[src/rtl/core/mcpt_pkg.sv]
// mcpt_pkg: shared constants and types of the multi-channel pulse timer
// used by mcpt_channel and multi_channel_four_phase_pulse_timer_core
// no dependencies
package mcpt_pkg;

  localparam int CHANNELS = 8;
  localparam int PHASES   = 4;
  localparam int PH_W     = $clog2(PHASES);
  localparam int DUR_W    = 16;
  localparam int CH_W     = 3;
  localparam int LVL_W    = 8;

  localparam logic KIND_TICK = 1'b0;
  localparam logic KIND_LOAD = 1'b1;

  localparam logic [PH_W-1:0] PHASE_FIRST      = '0;
  localparam logic [PH_W-1:0] PHASE_PREV_RESET = PH_W'(PHASES - 1);

  typedef logic [DUR_W-1:0] dur_t;
  typedef logic [PH_W-1:0]  phase_t;

  typedef struct packed {
    logic   tick;
    logic   load;
    phase_t phase;
    dur_t   duration;
  } chan_ctrl_t;

endpackage

[src/rtl/core/mcpt_channel.sv]
// mcpt_channel: one timer channel with its phase duration table and counter
// depends on mcpt_pkg
module mcpt_channel (
  input  logic                clk,
  input  logic                rst_n,
  input  mcpt_pkg::chan_ctrl_t ctrl,
  output logic                level,
  output logic                level_nxt
);
  import mcpt_pkg::*;

  dur_t   tbl_r [PHASES];
  dur_t   tbl_nxt [PHASES];
  dur_t   cnt_r, cnt_nxt;
  phase_t cur_r, cur_nxt;
  phase_t prev_r, prev_nxt;
  logic   lvl_r, lvl_nxt;

  dur_t   base;
  dur_t   dec;
  logic   done;

  always_comb begin
    base = (prev_r != cur_r) ? tbl_r[cur_r] : cnt_r;
    dec  = base - dur_t'(1);
    done = (dec == '0);

    tbl_nxt  = tbl_r;
    cnt_nxt  = cnt_r;
    cur_nxt  = cur_r;
    prev_nxt = prev_r;
    lvl_nxt  = lvl_r;

    if (ctrl.load) begin
      tbl_nxt[ctrl.phase] = ctrl.duration;
    end
    if (ctrl.tick) begin
      cnt_nxt  = dec;
      prev_nxt = cur_r;
      if (done) begin
        // end of an even phase clears the output, odd phase sets it
        lvl_nxt = cur_r[0];
        cur_nxt = cur_r + phase_t'(1);
      end
    end
  end

  always_ff @(posedge clk) begin
    if (!rst_n) begin
      for (int p = 0; p < PHASES; p++) begin
        tbl_r[p] <= '0;
      end
      cnt_r  <= '0;
      cur_r  <= PHASE_FIRST;
      prev_r <= PHASE_PREV_RESET;
      lvl_r  <= 1'b0;
    end else begin
      tbl_r  <= tbl_nxt;
      cnt_r  <= cnt_nxt;
      cur_r  <= cur_nxt;
      prev_r <= prev_nxt;
      lvl_r  <= lvl_nxt;
    end
  end

  assign level     = lvl_r;
  assign level_nxt = lvl_nxt;

endmodule

[src/rtl/core/multi_channel_four_phase_pulse_timer_core.sv]
// multi_channel_four_phase_pulse_timer_core: top level of the pulse timer
// depends on mcpt_pkg and mcpt_channel
//
// Eight channels each step through four phases with a programmable 16-bit
// duration per phase (0 means 65536 ticks). A load request writes one
// duration word; a tick request advances every channel in parallel. Each
// request yields exactly one result carrying all channel output levels after
// the request took effect. A request is registered on entry and its result
// is registered on exit, and one request is taken every cycle while the
// result side keeps up; the per-channel decrement and compare is the only
// logic between the two registers. The duration table is cleared by reset.
module multi_channel_four_phase_pulse_timer_core (
  input  logic                        clk,
  input  logic                        rst_n,
  input  logic                        in_valid,
  output logic                        in_stall,
  input  logic                        in_kind,
  input  logic [mcpt_pkg::CH_W-1:0]   in_channel,
  input  logic [mcpt_pkg::PH_W-1:0]   in_phase,
  input  logic [mcpt_pkg::DUR_W-1:0]  in_duration,
  output logic                        out_valid,
  input  logic                        out_stall,
  output logic [mcpt_pkg::LVL_W-1:0]  out_levels
);
  import mcpt_pkg::*;

  logic             in_valid_r;
  logic             in_kind_r;
  logic [CH_W-1:0]  in_channel_r;
  phase_t           in_phase_r;
  dur_t             in_duration_r;
  logic             out_valid_r;
  logic [LVL_W-1:0] out_levels_r;

  logic             adv;
  logic             go;
  logic [CHANNELS-1:0] lvl;
  logic [CHANNELS-1:0] lvl_nxt;
  logic [LVL_W-1:0]    lvl_view;
  logic [LVL_W-1:0]    lvl_nxt_view;

  assign adv      = !out_valid_r || !out_stall;
  assign go       = in_valid_r && adv;
  assign in_stall = in_valid_r && !adv;

  always_ff @(posedge clk) begin
    if (!rst_n) begin
      in_valid_r <= 1'b0;
    end else if (!in_stall) begin
      in_valid_r <= in_valid;
    end
  end

  always_ff @(posedge clk) begin
    if (!in_stall) begin
      in_kind_r     <= in_kind;
      in_channel_r  <= in_channel;
      in_phase_r    <= in_phase;
      in_duration_r <= in_duration;
    end
  end

  for (genvar i = 0; i < CHANNELS; i++) begin : g_ch
    chan_ctrl_t ctrl;
    logic       sel;

    if (i < (1 << CH_W)) begin : g_sel
      assign sel = (in_channel_r == CH_W'(i));
    end else begin : g_nosel
      assign sel = 1'b0;
    end

    assign ctrl.tick     = go && (in_kind_r == KIND_TICK);
    assign ctrl.load     = go && (in_kind_r == KIND_LOAD) && sel;
    assign ctrl.phase    = in_phase_r;
    assign ctrl.duration = in_duration_r;

    mcpt_channel u_ch (
      .clk       (clk),
      .rst_n     (rst_n),
      .ctrl      (ctrl),
      .level     (lvl[i]),
      .level_nxt (lvl_nxt[i])
    );
  end

  for (genvar b = 0; b < LVL_W; b++) begin : g_view
    if (b < CHANNELS) begin : g_live
      assign lvl_view[b]     = lvl[b];
      assign lvl_nxt_view[b] = lvl_nxt[b];
    end else begin : g_pad
      assign lvl_view[b]     = 1'b0;
      assign lvl_nxt_view[b] = 1'b0;
    end
  end

  always_ff @(posedge clk) begin
    if (!rst_n) begin
      out_valid_r <= 1'b0;
    end else if (adv) begin
      out_valid_r <= in_valid_r;
    end
  end

  always_ff @(posedge clk) begin
    if (go) begin
      out_levels_r <= lvl_nxt_view;
    end
  end

  assign out_valid  = out_valid_r;
  assign out_levels = out_levels_r;

  a_load_keeps_levels: assert property (@(posedge clk) disable iff (!rst_n)
    go && (in_kind_r == KIND_LOAD) |=> lvl_view == $past(lvl_view))
    else $error("load request changed output levels");

  a_stall_only_when_full: assert property (@(posedge clk) disable iff (!rst_n)
    in_stall |-> in_valid_r && out_valid_r)
    else $error("input stalled with free pipeline");

  a_result_follows_request: assert property (@(posedge clk) disable iff (!rst_n)
    go |=> out_valid && out_levels == $past(lvl_nxt_view))
    else $error("request did not produce its result");

  a_result_matches_state: assert property (@(posedge clk) disable iff (!rst_n)
    go |=> out_levels == lvl_view)
    else $error("result differs from channel levels");

endmodule

[config.mk]
export PLATFORM = sky130hd
export DESIGN_NAME = multi_channel_four_phase_pulse_timer_core
export DESIGN_NICKNAME = d
export VERILOG_FILES = /design/src/rtl/core/mcpt_pkg.sv /design/src/rtl/core/mcpt_channel.sv /design/src/rtl/core/multi_channel_four_phase_pulse_timer_core.sv
export SDC_FILE = /design/constraint.sdc
export NUM_CORES = 2
export LEC_CHECK = 0
export BUFFER_PORTS_ARGS = -buffer_cell sky130_fd_sc_hd__buf_2
export CAP_MARGIN = 20
export CORE_ASPECT_RATIO = 0.5
export CORE_MARGIN = 1.5
export CORE_UTILIZATION = 30
export DETAILED_ROUTE_END_ITERATION = 10
export PLACE_DENSITY = 0.45
export SETUP_SLACK_MARGIN = 0.4
export SLEW_MARGIN = 10
export SYNTH_ARGS = -nofsm -noshare
export SYNTH_HDL_FRONTEND = slang
export SYNTH_SLANG_ARGS = --single-unit
export TNS_END_PERCENT = 20
[constraint.sdc]
create_clock -name clk -period 7.5 [get_ports clk]
set_input_delay 0.75 -clock clk [delete_from_list [all_inputs] [get_ports clk]]
set_output_delay 0.75 -clock clk [all_outputs]
set_load 0.005 [all_outputs]
---- Word level (Yosys, flattened, before mapping) ----
Cells that the tools add are included.
operators by class
  add/subtract/negate cells ............... 16
  $lt $le $gt $ge ......................... 10
  equal/unequal tests ..................... 15
  multiplexer cells ....................... 58
  bitwise logic cells ..................... 10
  reductions and logical operators ........ 34
operators with widths
  kind                                                       count
  bitwise mux 64 bit                                         8
  two-way mux 16 bit                                         25
  binary-select mux 16 bit (select 2 bit)                    8
  zero test 16 bit                                           8
  subtractor 16 x 1 -> 16 bit (second input constant)        8
  demux 16 bit (select 2 bit)                                1
  greater-or-equal comparator 3 bit (second input constant)  9
  inverter 2 -> 3 bit                                        9
  adder 2 x 1 -> 2 bit (second input constant)               8
  two-way mux 1 bit                                          16
  inequality test 2 bit                                      8
  AND reduction 2 bit                                        8
  logical AND 1 bit                                          13
  == test 3 bit (second input constant)                      4
  == test 3 x 2 -> 1 bit (second input constant)             2
  == test 3 x 1 -> 1 bit (second input constant)             1
  zero test 1 bit                                            3
  zero test 3 bit                                            1
  < comparator 3 x 1 -> 1 bit (second input constant)        1
  logical OR 1 bit                                           1
  inverter 1 bit                                             1
storage, ports and cells
  register bits ........................... 712
  output and inout port bits .............. 10

---- Longest topological paths before layout ----
  depth after elaboration ................. 9
  depth in mapped cells ................... 17

---- Modules after synthesis ----
Synthesis repeated with hierarchy kept, for this count alone.
unflattened totals
  cells, all modules ...................... 4,060
  area, all modules ....................... 34,908.5 µm²
modules (own cells, without submodules)
  module                                     instances  cells each  area each (µm²)  sequential area each (µm²)
  mcpt_channel (g_ch[0].u_ch ...)            4          503         4,269.1          1,701.6
  mcpt_channel (g_ch[1].u_ch ...)            3          494         4,147.7          1,701.6
  mcpt_channel (g_ch[7].u_ch)                1          511         4,309.1          1,701.6
  multi_channel_four_phase_pulse_timer_core  1          55          1,079.8          940.9

---- Worst setup path before layout ----
Ideal clock, no wire load.
  kind .................................... reg2reg
  start point ............................. register g_ch[1].u_ch.cur_r[0]
  end point ............................... register out_levels_r[1], in the netlist out_levels[1] (data pin)
  arrival ................................. 4.052 ns
  required time ........................... 7.240 ns
  path slack .............................. 3.189 ns
  cell stages (with the launch flop) ...... 16
  buffers on the path ..................... 3
  cell sequence ........................... dfxtp_1 > buf_4 > xnor2_1 > nand2_1 > buf_1 > buf_1 > mux2i_1 > ha_1 > or3b_2 > nor4_1 > a21oi_1 > nor4_1 > xnor2_1 > nor3_1 > nand3_1 > mux2_2
between the ends
  word-level cells in the longest chain between the ends .. 9
  elaborated cells on any way between the ends .. 10
  classes of those cells .................. 1 x add/sub; 1 x eq/ne; 6 x mux; 1 x bitwise; 1 x reduce/logical
ends and longest elaborated chain
  what                                                   RTL line                                          source
  start, declared                                        mcpt_channel.sv:15                                phase_t cur_r, cur_nxt;
  start signal, assigned                                 mcpt_channel.sv:60                                cur_r <= cur_nxt;
  inverter 2 -> 3 bit (implied by the code)              mcpt_channel.sv:24                                base = (prev_r != cur_r) ? tbl_r[cur_r] : cnt_r;
  binary-select mux 16 bit (select 2 bit)                mcpt_channel.sv:24
  two-way mux 16 bit (implied by the code) (2 in a row)  mcpt_channel.sv:24
  two-way mux 16 bit *                                   mcpt_channel.sv:24
  subtractor 16 x 1 -> 16 bit *                          mcpt_channel.sv:25                                dec = base - dur_t'(1);
  named net g_ch[1].u_ch.dec[0]                          mcpt_channel.sv:20                                dur_t dec;
  zero test 16 bit *                                     mcpt_channel.sv:26                                done = (dec == '0);
  two-way mux 1 bit *                                    mcpt_channel.sv:40                                if (done) begin
  two-way mux 1 bit *                                    mcpt_channel.sv:37                                if (ctrl.tick) begin
  named net g_ch[1].u_ch.level_nxt                       mcpt_channel.sv:8                                 output logic level_nxt
  end signal, assigned                                   multi_channel_four_phase_pulse_timer_core.sv:107  out_levels_r <= lvl_nxt_view;
  end, declared                                          multi_channel_four_phase_pulse_timer_core.sv:33   logic [LVL_W-1:0] out_levels_r;
Mark *: on every way through the listed nets, which the timed path passes. The rest lies on a longest branch. The select of a mux whose other input is x is not followed.
A chain may end at the register's enable or synchronous reset.

---- Final worst setup path ----
  start point ............................. register g_ch[2].u_ch.cur_r[0]
  end point ............................... register out_levels_r[2], in the netlist out_levels[2] (data pin)
between the ends
  word-level cells in the longest chain between the ends .. 9
  elaborated cells on any way between the ends .. 10
  classes of those cells .................. 1 x add/sub; 1 x eq/ne; 6 x mux; 1 x bitwise; 1 x reduce/logical
ends and longest elaborated chain
  what                                                   RTL line
  start, declared                                        mcpt_channel.sv:15
  start signal, assigned                                 mcpt_channel.sv:60
  inverter 2 -> 3 bit (implied by the code)              mcpt_channel.sv:24
  binary-select mux 16 bit (select 2 bit)                mcpt_channel.sv:24
  two-way mux 16 bit (implied by the code) (2 in a row)  mcpt_channel.sv:24
  two-way mux 16 bit *                                   mcpt_channel.sv:24
  subtractor 16 x 1 -> 16 bit *                          mcpt_channel.sv:25
  named net g_ch[2].u_ch.dec[0]                          mcpt_channel.sv:20
  zero test 16 bit *                                     mcpt_channel.sv:26
  two-way mux 1 bit *                                    mcpt_channel.sv:40
  two-way mux 1 bit *                                    mcpt_channel.sv:37
  named net g_ch[2].u_ch.level_nxt                       mcpt_channel.sv:8
Marks and branches as above.

==> summary.md <==
| Metric | Value |
|---|---|
| Outcome | `completed` |
| Crit path DAT | `5950 ps` |
| N_diodes | `0` |
| Top cells by count, synth | `nand2_1, dfxtp_1, a21oi_1` |
| DR iter-0 viols | `2135` |
| Dominant cells by area after synthesis | `dfxtp_1, nand2_1, a21oi_1` |
| Register bit total from synthesis | `712` |
| Post-synth top area share | `0.395` |
| # fillers | `11700` |
| Synthesized net count | `4244` |
| Worst r2r src | `g_ch[2].u_ch.cur_r[0]` |
| TritonCTS Buffers | `75` |
| Fin Setup TNS | `0 ps` |
| Total I/O pin count | `36` |
| All-Layer GR Usage | `0.185` |
| Vias per Instance | `5.21` |
| Leak | `13.2 nW` |
| Max-Cap Viols | `0` |
| Final nets | `4136` |
| Final Cell Area | `0.0385 mm²` |
| Cts hold-fix bufs | `0` |
| Die W | `483 µm` |
| Detailed Routing Iterations Pass 1 | `5` |
| Input/output buffers | `35` |
| H-tree level count | `3` |
| Average cell area after synthesis | `8.22 µm²` |
| Class of the worst hold path | `input pin to flop` |
| Worst Setup SP | `g_ch[2].u_ch.cur_r[0]` |
| # DRC | `0` |
| Clock buffer depth | `3` |
| Worst-Margin Slew | `1210 ps` |
| Minimum clock period | `5440 ps` |
| Final ANT Viol Nets | `0` |
| WL final | `110000 µm` |
| EDFF count, synth | `30` |
| Clock sinks | `712` |
| Setup crit end kind | `flop` |
| VDD IR max | `158 µV` |
| Max FO, Critical Path | `22` |
| Area Overhead vs Synth | `11.6%` |
| R2R setup slack | `2060 ps` |
| Async S/R FF share, synth | `0` |
| Finish-stage setup viols | `0` |
| Synth unique cells | `96` |
| Clock Latency Late Sink | `650 ps` |
| RSZ-0062 raised after global routing | `false` |
| F_max | `184 MHz` |
| Clock transition at the registers of the reported paths | `60 ps` |
| WS Path Type | `flop to flop` |
| Count leader, synth | `nand2_1` |
| PostCTS Resize Cnt | `0` |
| Final HPWL DP | `68400 µm` |
| Die Ht | `243 µm` |
| Final hold vios | `0` |
| Rel. slew slack | `0.193` |
| Initial antenna violation count | `0` |
| Synth Instances | `4202` |
| First-pass GRT wire length | `171000 µm` |
| Clock Tree Root | `clkbuf_16` |
| CP required | `8010 ps` |
| Top FF cell, synth | `dfxtp_1` |
| Hold path startpoint | `in_duration[14]` |
| Total gr overflow | `0` |
| Starting Density | `0.304` |
| Pin count of the biggest net entering global routing | `218` |
| CTS tree | `yes` |
| Syn. warnings | `0` |
| Cell accounting for the most synthesized area | `dfxtp_1` |
| Worst setup SP type | `flop` |
| Vias in the first global route | `28100` |
| Final slew viol count | `0` |
| Placed Instance Area | `0.0360 mm²` |
| Core area | `0.113 mm²` |
| Via Count | `29500` |
| GP Congestion | `0.838` |
| Post-synthesis sequential area ratio | `0.421` |
| Postcts setup bufs | `0` |
| Die area | `0.117 mm²` |
| Final period util | `0.725` |
| Power Dens Cells | `215 mW/mm²` |
| Share of layout cells above drive strength 1 | `0.100` |
| Routed len/inst | `19.5 µm` |
| FP Rows | `87` |
| Fin Clk Skew | `22.9 ps` |
| Synth Cell Area | `0.0345 mm²` |
[path summary, 6_finish.rpt]
| path | end | cells past startpoint |
|---|---|---|
| max | out_levels[2] | 12 |
| min | in_duration_r[14] | 1 |
| max reg2reg | out_levels[2] | 12 |
| min reg2reg | g_ch[4].u_ch.tbl_r[39] | 2 |
[cell type report]
cell class | count | area, µm² | share of cell area
Clock buffer | 111 | 2260 | 0.0586
Clock inverter | 24 | 246 | 0.00640
Inverter | 24 | 97.6 | 0.00253
Multi-Input combinational cell | 3167 | 18700 | 0.485
Sequential cell | 712 | 14600 | 0.378
Tap cell | 1513 | 1890 | 0.0491
Timing Repair Buffer | 114 | 808 | 0.0210
[sequential cells by signal (all words and copies together), names as in the netlist]
register	cells
in_duration_r	16
g_ch.u_ch.level	8
g_ch.u_ch.cnt_r	128
in_phase_r	2
g_ch.u_ch.tbl_r	512
out_valid	1
out_levels	8
in_channel_r	3
g_ch.u_ch.prev_r	16
in_kind_r	1
g_ch.u_ch.cur_r	16
in_valid_r	1
[cell families after synthesis]
family | count (synthesis) | synth area share
AO/OA/AOI/OAI | 935 | 0.156
XOR/XNOR | 121 | 0.0309
adder cells (fa/ha/maj) | 16 | 0.00580
buffers and inverters | 323 | 0.0388
flip-flops | 712 | 0.421
multiplexers | 244 | 0.119
AND/OR/NAND/NOR | 1851 | 0.228
[layer usage]
| metal | vias up | wire, µm | global-route usage |
|---|---|---|---|
| met3 | 122 | 5470 | 0.0305 |
| li1 | 14400 | - | - |
| met2 | 689 | 51400 | 0.304 |
| met1 | 14300 | 51400 | 0.253 |
| met5 | - | 0 | 0 |
| met4 | 0 | 2140 | 0.0425 |
[layout by cell type, fill, tap and decap left out, drive strengths merged, types with 12 or more instances in the layout]
cell type and count:
a2111oi 17, a211o 14, a211oi 40, a21oi 656, a31oi 15, and2 22
and3 17, buf 114, clkbuf 111, clkinv 15, dfxtp 682, edfxtp 30
ha 16, inv 25, mux2 21, mux2i 95, mux4 128, nand2 1324
nand2b 22, nand3 85, nand4 23, nor2 163, nor3 40, nor4 41
nor4b 14, o211ai 22, o21ai 64, or2 12, or3 20, or4 14
xnor2 71, xor2 50
[critical path, stage by stage, from the launching register on]
cell	delay, ps
dfxtp_1	300
buf_4	250
xnor2_1	810
nand2_1	810
mux2i_1	470
ha_1	420
nor4b_1	280
a32o_1	380
a32oi_1	180
or4bb_1	500
a2111oi_0	500
and4bb_2	310
or2_1	100
[through the flow]
step | hold WS [ps] | power, W | setup WS (ps) | instances | utilization
after global placement | 437 | 0.00452 | 2280 | 5529 | 0.318
final | 268 | 0.00829 | 2060 | 5665 | 0.340
after global routing | 223 | 0.00862 | 1460 | 5665 | 0.340
after detailed placement | 443 | 0.00452 | 2060 | 5529 | 0.318
after floorplan | 429 | 0.00434 | 3190 | 4202 | -
after CTS | 217 | 0.00841 | 2050 | 5664 | 0.340
[where the power goes]
| part | switching [W] | leakage, nW | internal [W] |
|---|---|---|---|
| registers | 0.0000668 | 5.82 | 0.00387 |
| logic | 0.000353 | 6.19 | 0.000145 |
| clock network | 0.00162 | 1.23 | 0.00223 |
(Power assumes the default switching activity.)
